[src/rtl/hhfe_pkg.sv]
// ----------------------------------------------------------------------------
// hhfe_pkg
// Types, constants and codes shared by the header field extractor.
// ----------------------------------------------------------------------------
package hhfe_pkg;

  localparam int PATTERN_MAX_DEF = 16;
  localparam int FIELD_MAX_DEF   = 4096;

  localparam logic [7:0] CR_BYTE = 8'h0D;

  localparam int OUTQ_DEPTH = 4;
  localparam int QPTR_W     = $clog2(OUTQ_DEPTH);

  localparam logic [1:0] ST_FOUND     = 2'd0;
  localparam logic [1:0] ST_EMPTY     = 2'd1;
  localparam logic [1:0] ST_NOT_FOUND = 2'd2;

  localparam logic [1:0] REG_PATTERN_LOW   = 2'd0;
  localparam logic [1:0] REG_PATTERN_HIGH  = 2'd1;
  localparam logic [1:0] REG_PATTERN_LEN   = 2'd2;
  localparam logic [1:0] REG_MAX_FIELD_LEN = 2'd3;

  typedef enum logic [1:0] {
    PH_SEARCH,
    PH_FIELD,
    PH_CLOSED,
    PH_STOPPED
  } phase_t;

  typedef struct packed {
    logic [7:0] data_byte;
    logic       last_in;
  } in_item_t;

  typedef struct packed {
    logic [7:0]  field_byte;
    logic        is_status;
    logic [1:0]  status;
    logic [11:0] field_length;
    logic        last;
  } result_t;

  typedef struct packed {
    logic clear;
    logic shift;
  } cell_ctl_t;

endpackage

[src/rtl/hhfe_stream_if.sv]
// ----------------------------------------------------------------------------
// hhfe_stream_if
// Valid/ready stream channel carrying one payload beat.
// ----------------------------------------------------------------------------
interface hhfe_stream_if #(
  parameter type payload_t = logic [7:0]
);
  logic     valid;
  logic     ready;
  payload_t payload;

  modport source (output valid, output payload, input ready);
  modport sink   (input valid, input payload, output ready);
endinterface

[src/rtl/hhfe_out_queue.sv]
// ----------------------------------------------------------------------------
// hhfe_out_queue
// Small result queue; takes up to two beats per cycle, sends one when the sink is ready.
// ----------------------------------------------------------------------------
module hhfe_out_queue (
  input  logic              clk,
  input  logic              rst,
  input  logic              push_a,
  input  hhfe_pkg::result_t item_a,
  input  logic              push_b,
  input  hhfe_pkg::result_t item_b,
  output logic              room,
  hhfe_stream_if.source     result_out
);
  import hhfe_pkg::*;

  result_t            slots [OUTQ_DEPTH];
  logic [QPTR_W-1:0]  wptr;
  logic [QPTR_W-1:0]  rptr;
  logic [QPTR_W:0]    count;
  logic [QPTR_W:0]    n_push;
  logic               pop;
  logic [QPTR_W-1:0]  wptr_b;

  assign pop    = result_out.valid && result_out.ready;
  assign n_push = {{QPTR_W{1'b0}}, push_a} + {{QPTR_W{1'b0}}, push_b};
  assign wptr_b = push_a ? wptr + {{(QPTR_W-1){1'b0}}, 1'b1} : wptr;
  assign room   = count <= (QPTR_W+1)'(OUTQ_DEPTH - 2);

  assign result_out.valid   = count != '0;
  assign result_out.payload = slots[rptr];

  always_ff @(posedge clk) begin
    if (push_a) begin
      slots[wptr] <= item_a;
    end
    if (push_b) begin
      slots[wptr_b] <= item_b;
    end
  end

  always_ff @(posedge clk) begin
    if (rst) begin
      wptr  <= '0;
      rptr  <= '0;
      count <= '0;
    end else begin
      wptr  <= wptr + n_push[QPTR_W-1:0];
      rptr  <= rptr + {{(QPTR_W-1){1'b0}}, pop};
      count <= count + n_push - {{QPTR_W{1'b0}}, pop};
    end
  end
endmodule

[src/flat_wrapper.sv]
// flat-port wrapper written by rule: the top's interface ports become plain ports
module hhfe_out_queue_flat import hhfe_pkg::*;
  (clk, rst, push_a, item_a, push_b, item_b, room, result_out_valid, result_out_payload, result_out_ready);
  hhfe_stream_if result_out_i ();
  input  logic clk;
  input  logic rst;
  input  logic push_a;
  input  hhfe_pkg::result_t item_a;
  input  logic push_b;
  input  hhfe_pkg::result_t item_b;
  output logic room;
  output wire logic [$bits(result_out_i.valid)-1:0] result_out_valid;
  output wire logic [$bits(result_out_i.payload)-1:0] result_out_payload;
  input wire logic [$bits(result_out_i.ready)-1:0] result_out_ready;
  assign result_out_valid = result_out_i.valid;
  assign result_out_payload = result_out_i.payload;
  assign result_out_i.ready = result_out_ready;
  hhfe_out_queue u_core (.clk(clk), .rst(rst), .push_a(push_a), .item_a(item_a), .push_b(push_b), .item_b(item_b), .room(room), .result_out(result_out_i));
endmodule
[config.mk]
export PLATFORM = sky130hd
export DESIGN_NAME = hhfe_out_queue_flat
export DESIGN_NICKNAME = d
export VERILOG_FILES = /design/src/rtl/hhfe_pkg.sv /design/src/rtl/hhfe_stream_if.sv /design/src/rtl/hhfe_out_queue.sv /design/src/flat_wrapper.sv
export SDC_FILE = /design/constraint.sdc
export NUM_CORES = 1
export LEC_CHECK = 0
export ABC_CLOCK_PERIOD_IN_PS = 3700
export BUFFER_PORTS_ARGS = -buffer_cell sky130_fd_sc_hd__clkbuf_2
export CAP_MARGIN = 20
export CORE_MARGIN = 8
export CORE_UTILIZATION = 55
export CTS_CLUSTER_DIAMETER = 100
export DETAILED_ROUTE_END_ITERATION = 8
export PLACE_DENSITY = 0.9
export SLEW_MARGIN = 5
export SYNTH_ARGS = -nofsm -noshare
export SYNTH_HDL_FRONTEND = slang
export SYNTH_SLANG_ARGS = --single-unit
[constraint.sdc]
create_clock -name clk -period 3.7 [get_ports clk]
set_clock_uncertainty 0.15 [all_clocks]
set_input_delay 0.555 -clock clk [delete_from_list [all_inputs] [get_ports clk]]
set_output_delay 0.555 -clock clk [all_outputs]
set_load 0.005 [all_outputs]
# Yosys cells after proc, flatten, opt, wreduce, memory -nomap -nowiden
# Memories as Yosys holds them, arrays and structs flattened. A register that Yosys moved wholly into a read port is not among the register bits.
# Index checks and enable logic that the tools add are counted.
[op_classes]
add_sub_neg = 6
magnitude_cmp = 1
muxes = 6
n_reduce_logical = 2
[op_table]
columns = ["op", "count"]
rows = [
  ["2-to-1 mux 1 bit", 4],
  ["2-to-1 mux 2 bit", 2],
  ["adder 3 bit", 1],
  ["<= comparator 3 x 2 -> 1 bit (second input constant)", 1],
  ["nonzero test 3 bit", 1],
  ["subtractor 3 x 1 -> 3 bit", 1],
  ["adder 1 x 1 -> 2 bit", 1],
  ["adder 2 x 1 -> 2 bit", 1],
  ["adder 2 x 1 -> 2 bit (second input constant)", 1],
  ["adder 2 bit", 1],
  ["logical AND 1 bit", 1],
]
[word_totals]
register_bits = 7
ram_bits = 96
inputBits = 53
elab_cells = 19
memories = 1
[memory_table]
columns = ["name", "depth", "word_bits", "rd", "rd_ports_with_merged_regs", "wr", "line", "text"]
rows = [
  ["u_core.slots", 4, 24, 1, 1, 2, "hhfe_out_queue.sv:17", "result_t slots [OUTQ_DEPTH];"],
]

# Depth between registers and ports, before layout
[logic_depth]
depth_word = 4
mapped_depth = 8
depth_no_buf = 8

# Worst setup path after synthesis
# OpenSTA, ideal clock, no wires.
[synth_path]
path_kind = "reg-to-reg"
startpoint = "reg u_core.wptr[0]"
endpoint = "mem u_core.slots[0][0] in the netlist's numbering, data pin"
setup_time_ns = 0.260
t_arrival_ns = 1.755
slack_ns = 1.535
stages_incl_launch_ff = 6
n_path_buf = 0
period_less_slack_ns = 2.165
path_cell_list = "dfxtp_1 > inv_1 > ha_1 > nor2b_4 > a31oi_2 > mux2_2"
[synth_lines]
columns = ["item", "line", "text"]
rows = [
  ["start, declared", "hhfe_out_queue.sv:18", "logic [QPTR_W-1:0] wptr;"],
  ["start signal, assigned", "hhfe_out_queue.sv:48", "wptr <= wptr + n_push[QPTR_W-1:0];"],
  ["end, declared", "hhfe_out_queue.sv:17", ""],
]

==> impl_metrics.ini <==
[status]
status = finished clean

[logic_synthesis]
syn_inst = 132
yosysTopAreaCellShare_pct = 46.1
synth.area.top_cells = edfxtp_1, mux2_2, mux4_2, dfxtp_1, ha_1
synth-seq-cells = 39
synth_nets = 194
netlist-cell-type-count = 27
synth_area_mm2 = 0.00208
yosys_warnings = 0
yosys.area.top_type = edfxtp_1
synth.avg_cell_area_um2 = 15.8
ys_seq_area_share_pct = 52.8

[final_layout]
area_growth_pct = 14.8
drive_gt1_share_pct = 50.9
insertedDiodeCount = 0
layout.nets = 228
instances_no_fill = 215
final_cell_mix = mux2_2, edfxtp_1, clkbuf_2

[setup_path]
timing.rr.start = u_core.wptr[0]$_SDFF_PP0_
slowest_stage = a31oi_2
critPathMaxStageDelay_ps = 590
cp.required_ps = 3480
path_delay_family = compound AO/OA/AOI/OAI gates
setup.worst_path.start = u_core.wptr[0]$_SDFF_PP0_
arrival_ps = 2470
worstSetupPathType = flop to flop
end_kind = flop
cp_max_fo = 9
cp_cell_sequence = inv_1, ha_1, nor2b_4, a31oi_2, nand2_1
start_kind = flop
path_buf_inv = 1

[power]
pwr-share-seq_pct = 45.5
power.switching_mw = 0.401
total_power_mw = 1.38
ir_worst_vdd_mv = 0.241
power.density_mw_per_mm2 = 578
leakage_nw = 0.901
combPwrFrac_pct = 29.0
p_sw_share_pct = 29.0
p_clk_share_pct = 25.5
p_int_mw = 0.981

[global_route]
grt_start_max_net_pins = 14
grt_pass1_vias = 1367
grt_pass1_wl_mm = 6.50
overflow = 0
antenna_found_initial = 0
grt_usage_pct = 14.1

[floorplan]
io_pins = 63
start_util_pct = 56.9
die_w_um = 77.6
die-area_mm2 = 0.00602
std_cell_rows = 22
core_area_mm2 = 0.00366
die_height_um = 77.6

[worst_hold_path]
hp-class = primary input to flop
hp-start = rst

[clock_tree]
cts_tree = yes
cts_buffer_depth = 2
root_buffer = clkbuf_8
worstSkewPairLatency_ps = 290
cts_made_buffers = 5
cts.sinks = 39
post_cts_resized = 0
htreeDepth = 2
cts_hold_buf = 0
clk_pin_slew_ps = 80
postCtsSetupBuffers = 0

[route]
first_pass_iters = 4
wl_mm = 4.01
wire_per_inst_um = 18.7
ant_nets = 0
drc = 0
vias = 1218
vias_per_cell = 5.67
drt_iter0_markers = 69

[sta]
fmax_mhz = 372
tns_ps = 0
period_minus_slack_ps = 2690
fin_ws_ps = 1010
rsz0062_at_grt = no
setup_violations = 0
drv_slew = 0
final.period_utilization_pct = 72.6
timing.final.hold_violations = 0
slew_headroom_pct = 53.8
worst_pin_slew_ps = 690

[place]
post-place-ws_ps = 985
hpwlAfterDp_mm = 2.76
portBuffers = 30
gp_congestion = 0.824
dp_cells = 207

[run]
maxCapViolCount = 0
[flip-flops by register name, summed over array words and instances (netlist names)]
register,count
u_core.count,3
u_core.wptr,2
u_core.rptr,2
u_core.slots,32
[cell type report]
cell class,instances,area (um2)
multi-input cells,85,951
fillers,252,1270
clock inverters,3,43.8
repair buffers,30,150
well taps,48,60.1
clock buffers,5,68.8
inverters,5,18.8
flip-flops and latches,39,1100
[metal layers]
metal	GRT usage [%]	part of all wire (%)
met5	0	0
met2	23.6	52
met4	8.87	1.9
met3	5.30	5.1
met1	14.7	41
[stage by stage]
stage                     instance area (um2)  hold slack (ps)  util (%)
after floorplan                          2080              386         -
after global placement                   2280              398      62.3
after detailed placement                 2280              411      62.3
after CTS                                2390              358      65.4
after global routing                     2390              366      65.4
final                                    2390              368      65.4
[cells in the mapped netlist]
cell      instances
a21o_1            2
a21oi_1           1
a31oi_2           1
a31oi_4           1
and4bb_2          1
buf_2             2
clkbuf_1          1
dfxtp_1           7
edfxtp_1         32
fa_1              1
ha_1              8
inv_1             5
mux2_2           32
mux2i_1           1
mux4_2            8
nand2_1           6
nand2b_1          2
nor2_1            6
nor2b_1           2
nor2b_4           1
nor4b_2           1
o22ai_4           2
o311ai_0          1
o31ai_1           1
or3_1             1
xnor2_1           3
xor2_1            3
[final timing paths]
path              slack, ps                            to  cells after the start
setup / recovery       1010  u_core.slots[0][5]$_DFFE_PP_                      5
hold / removal          370     u_core.wptr[0]$_SDFF_PP0_                      2
setup reg to reg       1010  u_core.slots[0][5]$_DFFE_PP_                      5
hold reg to reg         430    u_core.count[2]$_SDFF_PP0_                      2
[cell families after synthesis]
group	count (synthesis)	synth area share, %
xor gates and xnor gates	6	2.52
buffers and inverters	8	1.56
AOI/OAI and AO/OA	9	5.28
DFF	39	52.8
and+or+nand+nor	20	5.64
muxes	41	26.4
adders and majority gates	9	5.76
[power groups by stage]
stage | Sequential [mW] | Clock, mW | Combinational (mW)
final | 0.629 | 0.353 | 0.401
after global routing | 0.641 | 0.373 | 0.442
after detailed placement | 0.641 | 0 | 0.398
after floorplan | 0.598 | 0 | 0.307
after CTS | 0.631 | 0.354 | 0.405
after global placement | 0.634 | 0 | 0.381
[worst register-to-register path: stages, from the launching register on]
cell and delay [ps]:
dfxtp_1 520, inv_1 170, ha_1 380, nor2b_4 60
a31oi_2 590, nand2_1 450
Note: power is estimated with default switching activity, not from simulation.
