$ cat src/rtl/hhfe_pkg.sv
// ----------------------------------------------------------------------------
// hhfe_pkg
// Types, constants and codes shared by the header field extractor.
// ----------------------------------------------------------------------------
package hhfe_pkg;

  localparam int PATTERN_MAX_DEF = 16;
  localparam int FIELD_MAX_DEF   = 4096;

  localparam logic [7:0] CR_BYTE = 8'h0D;

  localparam int OUTQ_DEPTH = 4;
  localparam int QPTR_W     = $clog2(OUTQ_DEPTH);

  localparam logic [1:0] ST_FOUND     = 2'd0;
  localparam logic [1:0] ST_EMPTY     = 2'd1;
  localparam logic [1:0] ST_NOT_FOUND = 2'd2;

  localparam logic [1:0] REG_PATTERN_LOW   = 2'd0;
  localparam logic [1:0] REG_PATTERN_HIGH  = 2'd1;
  localparam logic [1:0] REG_PATTERN_LEN   = 2'd2;
  localparam logic [1:0] REG_MAX_FIELD_LEN = 2'd3;

  typedef enum logic [1:0] {
    PH_SEARCH,
    PH_FIELD,
    PH_CLOSED,
    PH_STOPPED
  } phase_t;

  typedef struct packed {
    logic [7:0] data_byte;
    logic       last_in;
  } in_item_t;

  typedef struct packed {
    logic [7:0]  field_byte;
    logic        is_status;
    logic [1:0]  status;
    logic [11:0] field_length;
    logic        last;
  } result_t;

  typedef struct packed {
    logic clear;
    logic shift;
  } cell_ctl_t;

endpackage

$ cat src/rtl/hhfe_match_cell.sv
// ----------------------------------------------------------------------------
// hhfe_match_cell
// One marker position: holds the flag "stream so far ends with marker bytes
// 0..i" and hands it to the next cell.
// ----------------------------------------------------------------------------
module hhfe_match_cell (
  input  logic               clk,
  input  logic               rst,
  input  hhfe_pkg::cell_ctl_t ctl,
  input  logic [7:0]         data_byte,
  input  logic [7:0]         marker_byte,
  input  logic               link_in,
  output logic               hit,
  output logic               link_out
);
  import hhfe_pkg::*;

  logic flag;

  assign hit      = link_in && (data_byte == marker_byte);
  assign link_out = flag;

  always_ff @(posedge clk) begin
    if (rst) begin
      flag <= 1'b0;
    end else if (ctl.clear) begin
      flag <= 1'b0;
    end else if (ctl.shift) begin
      flag <= hit;
    end
  end
endmodule

$ cat config.mk
export PLATFORM = sky130hd
export DESIGN_NAME = hhfe_match_cell
export DESIGN_NICKNAME = d
export VERILOG_FILES = /design/src/rtl/hhfe_pkg.sv /design/src/rtl/hhfe_match_cell.sv
export SDC_FILE = /design/constraint.sdc
export NUM_CORES = 1
export LEC_CHECK = 0
export ABC_CLOCK_PERIOD_IN_PS = 1440
export BUFFER_PORTS_ARGS = -buffer_cell sky130_fd_sc_hd__buf_4
export CORE_AREA = 2 2 39 41
export CTS_BUF_LIST = sky130_fd_sc_hd__clkbuf_4
export DETAILED_ROUTE_END_ITERATION = 16
export DIE_AREA = 0 0 41 43
export GPL_TIMING_DRIVEN = 0
export PLACE_DENSITY = 0.39
export SLEW_MARGIN = 20
export SYNTH_ARGS = -nofsm -noshare
export SYNTH_HDL_FRONTEND = slang
export SYNTH_SLANG_ARGS = --single-unit
$ cat constraint.sdc
create_clock -name clk -period 1.44 [get_ports clk]
set_clock_uncertainty 0.05 [all_clocks]
set_input_delay 0.072 -clock clk [delete_from_list [all_inputs] [get_ports clk]]
set_output_delay 0.072 -clock clk [all_outputs]
set_load 0.05 [all_outputs]
## After elaboration in Yosys (flattened, before gate mapping)

Index checks and enable logic that the tools add are counted.

- Register bits after elaboration: 1
- Input port bits: 21
- Output and inout port bits: 2

- Equality and inequality tests: 1
- Reductions and logical operators: 2

Operators with widths:

| cell | count |
|---|---|
| == test 8 bit | 1 |
| OR reduction 2 bit | 1 |
| logical AND 1 bit | 1 |

## Logic depth before layout (Yosys ltp)

Gate-level depths: netlist of run 1.

- Word-level depth: 2
- Mapped depth: 4

## Least setup slack after synthesis of run 1

OpenSTA, ideal clock, no wires.

- Kind: input to output
- Start point: in marker_byte[0]
- End point: out hit
- Setup slack: -0.683 ns
- Stages: 4
- Arrival time: 2.001 ns
- Buffers on the path: 0
- Cell sequence: xor2_1 -> a21oi_1 -> nand4_1 -> nor4_1

- Cells in the longest elaborated chain, start to end: 2

Ends and longest elaborated chain:

| item | line | source |
|---|---|---|
| from (decl) | hhfe_match_cell.sv:11 | `input logic [7:0] marker_byte,` |
| == test 8 bit | hhfe_match_cell.sv:20 | `assign hit = link_in && (data_byte == marker_byte);` |
| logical AND 1 bit | hhfe_match_cell.sv:20 |  |
| to (decl) | hhfe_match_cell.sv:13 | `output logic hit,` |

No other way between the ends.

## Final worst setup path of run 1

Same ends and word-level chain as after synthesis.

==> results.txt, run 1 <==
----------------------------------------------------
[Timing]
  Slew at the pin with the worst max-slew slack ... 405 ps
  RSZ-0062 raised after global routing ... no
  Endpoints failing hold ... 0
  Max transition margin ... 0.729
  Fraction of the cycle the final worst path needs ... 0.895
  Maximum clock frequency ... 0.776 GHz
  Final critical path time including I/O delays and setup ... 1290 ps
  Min Hold Slack ... 348 ps
  Aggregate negative setup slack ... 0 ps
  Final setup viols ... 0
  Final-report max-slew violation count ... 0

[Logic synthesis]
  Area of the mapped netlist ... 154 um2
  Sequential-to-total area share from yosys stat ... 0.130
  Post-synthesis cell type with the largest combined area ... xnor2_1
  Synthesis-stage register bit count ... 1
  Syn_nets ... 39
  Fraction of synthesized cell area taken by the top area cell type ... 0.228
  Synth top area cells ... xnor2_1 (23%), xor2_1 (17%), dfxtp_1 (13%)
  Synth cell types ... 13
  Yosys warning count ... 0
  Post-Synthesis Cells ... 18
  Per-instance average area after synthesis ... 8.55 um2

[Setup path]
  Kind of end point of the critical path ... primary output
  Element type at the critical path start ... primary input
  CP required ... 1320 ps
  Largest driver fanout on the critical path ... 2
  Worst Reg-to-Reg Cells ... 2
  Startpoint-to-endpoint class of the critical path ... in -> out
  Data arrival time of the critical path ... 1170 ps
  R2R Setup Slk ... 840 ps

[Global routing]
  Number of antenna violations at the first check in global routing ... 0
  Wire length of the first global-routing pass ... 731 um
  Pin count of the biggest net entering global routing ... 3
  Total congestion overflow after global routing ... 0
  Vias in the first global route ... 220
  Total routing usage reported by global routing ... 0.0549

[Die]
  Effective utilization at floorplan ... 0.111
  Chip Width ... 41 um
  Top-level port count ... 23
  Std-Cell Core Area ... 1380 um2
  Number of placement rows ... 14
  Die Area ... 1760 um2
  Chip Height ... 43 um

[Placed design]
  IO Port Bufs ... 22
  Placer Congestion ... 0.664

[Detailed routing]
  Routed via count ... 218
  Remaining routing DRC violations ... 0
  1st-pass router iterations ... 1
  Drt total wl ... 477 um
  Routed wire per std cell ... 8.52 um
  Detail-routed via count per cell ... 3.89
  Number of design-rule violations left by the first detailed-router iteration ... 0
  Antenna-violating nets left ... 0

[Clocking]
  # Post-CTS Setup Buffers ... 0
  Hold-fix buffer count after cts ... 0
  Post-cts sizing count ... 0
  Clock Latency Late Sink ... 0 ps
  Clock transition at path regs ... 0 ps

[Final layout]
  Layout cell share with drive strength beyond 1 ... 0.625
  Share of the core filled with cells in the final layout ... 0.256
  Max FFs per register ... 1
  Antenna cell count ... 0
  Most frequent cells in the layout ... buf_4 (22), xnor2_1 (4), xor2_1 (3)
  Final #Nets ... 63
  Most common cell after layout, fill and taps aside ... buf_4
  Fill cells ... 158
  Synthesis-to-layout area growth ... 130%

[Power]
  Ratio of total power to cell area ... 308 nW/um2
  Cell internal power dissipation ... 0.0000788 W
  Combinational share of power ... 0.741
  Share of total power in sequential cells ... 0.259
  Switching share of total power ... 0.279
  Cell leakage power ... 0.154 nW
  Switching power ... 0.0000304 W
  Peak VDD IR ... 80.8 uV
  Clock group share of total power ... 0

[Run status]
  Run status ... complete, no violations

[Min path]
  Worst Hold Path Cells ... 3
  Class of the tightest hold or removal check ... in -> reg

[Job]
  Max-cap check violation count ... 0

----------------------------------------------------
## area by class of cell
type                       instances  area, um2  share of cell area
inverter                           1       3.75              0.0106
multi-input combinational         16        145               0.410
tap                               16       20.0              0.0565
timing repair buffer              22        165               0.466
sequential                         1       20.0              0.0565
## power groups by stage
stage	sequential, W	combinational, W	clock (W)
after floorplan	0.0000284	0.0000313	0
final	0.0000283	0.0000809	0
after detailed placement	0.0000283	0.0000825	0
after global routing	0.0000283	0.0000885	0
after global placement	0.0000283	0.0000804	0
after CTS	0.0000283	0.0000828	0
## cell usage after synthesis (all sizes together)
cell type / count
a21oi: 1
nor4: 1
nor2: 1
or4: 1
dfxtp: 1
nand4: 1
xnor2: 4
inv: 1
nand2: 1
o21ai: 1
nand3b: 1
o211ai: 1
xor2: 3
## logic make-up after synthesis
family,Yosys count,synth area share
AO/OA/AOI/OAI,3,0.114
XOR/XNOR,7,0.398
buffers and inverters,1,0.0244
flip-flops,1,0.130
AND/OR/NAND/NOR,6,0.333
## per-layer routing
| layer | routed length, um | track usage | vias to the layer above |
|---|---|---|---|
| met5 | 0 | 0 | - |
| met4 | 0 | 0 | 0 |
| met3 | 107 | 0.00524 | 0 |
| met2 | 214 | 0.113 | 23 |
| met1 | 156 | 0.0570 | 86 |
| li1 | - | - | 109 |
## worst max-delay path: stages
cell     delay [ps]
buf_4           110
xor2_1          150
a21oi_1         110
nand4_1         190
nor4_4          300
buf_4           230
## per-stage QoR
| stage | setup WS, ps | instances | power (W) | instance area (um2) |
|---|---|---|---|---|
| 6_report | 151 | 56 | 0.000109 | 354 |
| 5_1_grt | 70.8 | 56 | 0.000117 | 354 |
| 4_1_cts | 131 | 56 | 0.000111 | 354 |
| 3_5_place_dp | 123 | 56 | 0.000111 | 354 |
| 3_3_place_gp | 134 | 56 | 0.000109 | 354 |
| 2_1_floorplan | 140 | 18 | 0.0000597 | 169 |
## final timing paths
path | end | from
max | hit | marker_byte[0]
min | link_out | ctl[0]
max reg2reg | link_out | link_out
min reg2reg | link_out | link_out
No activity file was read; power rests on OpenSTA's default activity.
==> run 2, diff against run 1 <==
Settings changed: RECOVER_POWER set to 25, SETUP_SLACK_MARGIN set to 0.3.
==> run 2 against run 1 <==
Against the previous run: sequential cell count did not move; first-iteration DRC count unchanged; sequential power barely moved; setup slack improved by 140 ps; critical path depth shrank 1; die area unchanged; worst hold slack worse by 19 ps; via count up 1.4%; combinational power increased by 12%; total power grew 8.7%; routed wire length is 5.7% lower; critical path type is now in -> reg; critical endpoint is now link_out; highest routed layer unchanged.
==> results.txt, run 2 (synthesis gave the netlist of run 1 again) <==
----------------------------------------------------
[Run status]
  Run status ... complete, no violations

[Global routing]
  Wire length of the first global-routing pass ... 676 um (-7.5%)
  Vias in the first global route ... 222 (+0.91%)
  Number of antenna violations at the first check in global routing ... 0 (unchanged)
  Total routing usage reported by global routing ... 0.0509 (-0.00400)
  Total congestion overflow after global routing ... 0 (unchanged)
  Pin count of the biggest net entering global routing ... 3 (unchanged)

[Setup path]
  Worst Reg-to-Reg Cells ... 2 (unchanged)
  List of cells traversed by the critical path ... buf_4, nor2_4, nand2_8, or4_1, o21ai_1
  Crit path largest cell delay ... 510 ps (+210 ps)
  CP Depth ... 5 (-1)
  Reg2Reg Launch Point ... link_out
  Worst setup path startpoint ... rst
  Largest driver fanout on the critical path ... 2 (unchanged)
  R2R Setup Slk ... 850 ps (about the same)
  Startpoint-to-endpoint class of the critical path ... in -> reg
  Data arrival time of the critical path ... 1030 ps (-140 ps)
  Worst reg2reg endpoint ... link_out
  CP required ... 1320 ps (about the same)
  Buffers and inverters on the worst path ... 1 (-1)
  Cell class contributing the biggest share of worst-path delay ... simple AND/OR/NAND/NOR gates
  Slowest cell on crit path ... or4_1
  Kind of end point of the critical path ... flop
  Element type at the critical path start ... primary input

[Power]
  Ratio of total power to cell area ... 309 nW/um2 (+0.17%)
  Cell leakage power ... 0.164 nW (+6.3%)
  Peak VDD IR ... 85.6 uV (+5.9%)

[Final layout]
  Max FFs per register ... 1 (unchanged)
  Synthesis-to-layout area growth ... 150%
  Antenna cell count ... 0 (unchanged)
  Layout cell share with drive strength beyond 1 ... 0.659 (+0.0335)
  Final #Nets ... 64 (+1.6%)
  Most common cell after layout, fill and taps aside ... buf_4
  Most frequent cells in the layout ... buf_4 (19), xnor2_1 (3), xor2_1 (3), buf_6 (3)
  Fill cells ... 156 (-1.3%)

[Min path]
  Class of the tightest hold or removal check ... in -> reg
  Worst Hold Path Cells ... 4 (+1)
  Min-Delay Endpoint ... link_out
  Origin of the worst min-delay path ... ctl[1]

[Job]
  Max-cap check violation count ... 0 (unchanged)

[Detailed routing]
  Antenna-violating nets left ... 0 (unchanged)
  Remaining routing DRC violations ... 0 (unchanged)
  Routed via count ... 221 (+1.4%)
  Number of design-rule violations left by the first detailed-router iteration ... 0 (unchanged)
  Detail-routed via count per cell ... 3.88 (-0.40%)
  1st-pass router iterations ... 1 (unchanged)
  Drt total wl ... 450 um (-5.7%)
  Routed wire per std cell ... 7.89 um (-7.3%)

[Die]
  Top-level port count ... 23 (unchanged)
  Std-Cell Core Area ... 1380 um2 (unchanged)
  Number of placement rows ... 14 (unchanged)
  Effective utilization at floorplan ... 0.111 (unchanged)
  Die Area ... 1760 um2 (unchanged)
  Chip Height ... 43 um (unchanged)
  Chip Width ... 41 um (unchanged)

[Timing]
  Final critical path time including I/O delays and setup ... 1150 ps (-138 ps)
  Endpoints failing hold ... 0 (unchanged)
  Min Hold Slack ... 329 ps (-18.5 ps)
  Slew at the pin with the worst max-slew slack ... 596 ps (+191 ps)
  Final setup viols ... 0 (unchanged)
  Final-report max-slew violation count ... 0 (unchanged)
  RSZ-0062 raised after global routing ... yes
  Maximum clock frequency ... 0.869 GHz (+12%)
  Aggregate negative setup slack ... 0 ps (unchanged)
  Max transition margin ... 0.605 (-0.125)
  Fraction of the cycle the final worst path needs ... 0.799 (-0.0961)

[Clocking]
  Clock Latency Late Sink ... 0 ps (unchanged)
  Clock transition at path regs ... 0 ps (unchanged)

[Placed design]
  IO Port Bufs ... 22 (unchanged)
  Placer Congestion ... 0.606 (-8.6%)

----------------------------------------------------
==> run 2: changes by cell type in the layout (fill, tap and decap cells not counted) <==
| cell | delta |
|---|---|
| buf_4 | -3 |
| buf_6 | +3 |
| clkbuf_1 | +1 |
| nor2_1 | -1 |
| nor2_4 | +1 |
| xnor2_1 | -1 |
| xnor2_2 | +1 |
==> run 2: layout make-up <==
type / count / area (um2) / area share
Timing Repair Buffer: 23 / 180 / 0.469
Sequential cell: 1 / 20.0 / 0.0521
Tap cell: 16 / 20.0 / 0.0521
Multi-Input combinational cell: 16 / 160 / 0.417
Inverter: 1 / 3.75 / 0.00977
==> run 2: through the flow <==
| stage | std cells | total power (W) | utilization | instance area, um2 | setup slack [ps] |
|---|---|---|---|---|---|
| final | 57 | 0.000119 | 0.278 | 384 | 290 |
| after global routing | 57 | 0.000127 | 0.278 | 384 | 214 |
| after CTS | 57 | 0.000120 | 0.280 | 388 | 276 |
| after detailed placement | 56 | 0.000110 | 0.256 | 354 | 162 |
| after global placement | 56 | 0.000108 | 0.256 | 354 | 171 |
| after floorplan | 18 | 0.0000596 | - | 169 | 297 |
==> run 2: power breakdown <==
| group | switching, W | internal, W | leakage [nW] | total (W) |
|---|---|---|---|---|
| logic | 0.0000330 | 0.0000574 | 0.156 | 0.0000904 |
| clock network | 0 | 0 | 0 | 0 |
| registers | 0.00000000894 | 0.0000283 | 0.00805 | 0.0000283 |
| total | 0.0000330 | 0.0000857 | 0.164 | 0.000119 |
==> run 2: worst max-delay path by stage <==
stage,end,slack [ps]
2_1_floorplan,hit,300
6_report,link_out,290
3_3_place_gp,link_out,170
5_1_grt,hit,210
4_1_cts,link_out,280
3_5_place_dp,link_out,160
==> run 2: repair_timing <==
action / CTS / global route
hold buffers: 0 / 0
pin swaps: 3 / 1
resized for setup: 6 / 0
buffers inserted: 1 / 0
setup endpoints to repair: 2 / 2
hold endpoints to repair: 0 / 0
==> run 2: worst min-delay path, delay by kind of cell <==
kind / cells / cell delay (ps)
buffers and inverters: 1 / 90
and+or+nand+nor: 2 / 110
AOI/OAI and AO/OA: 1 / 50
==> run 2: routing by layer <==
layer | track usage | vias to the layer above | routed length, um
li1 | - | 110 | -
met1 | 0.0443 | 93 | 143
met2 | 0.113 | 18 | 230
met3 | 0.00524 | 0 | 75
met4 | 0 | 0 | 0
met5 | 0 | - | 0
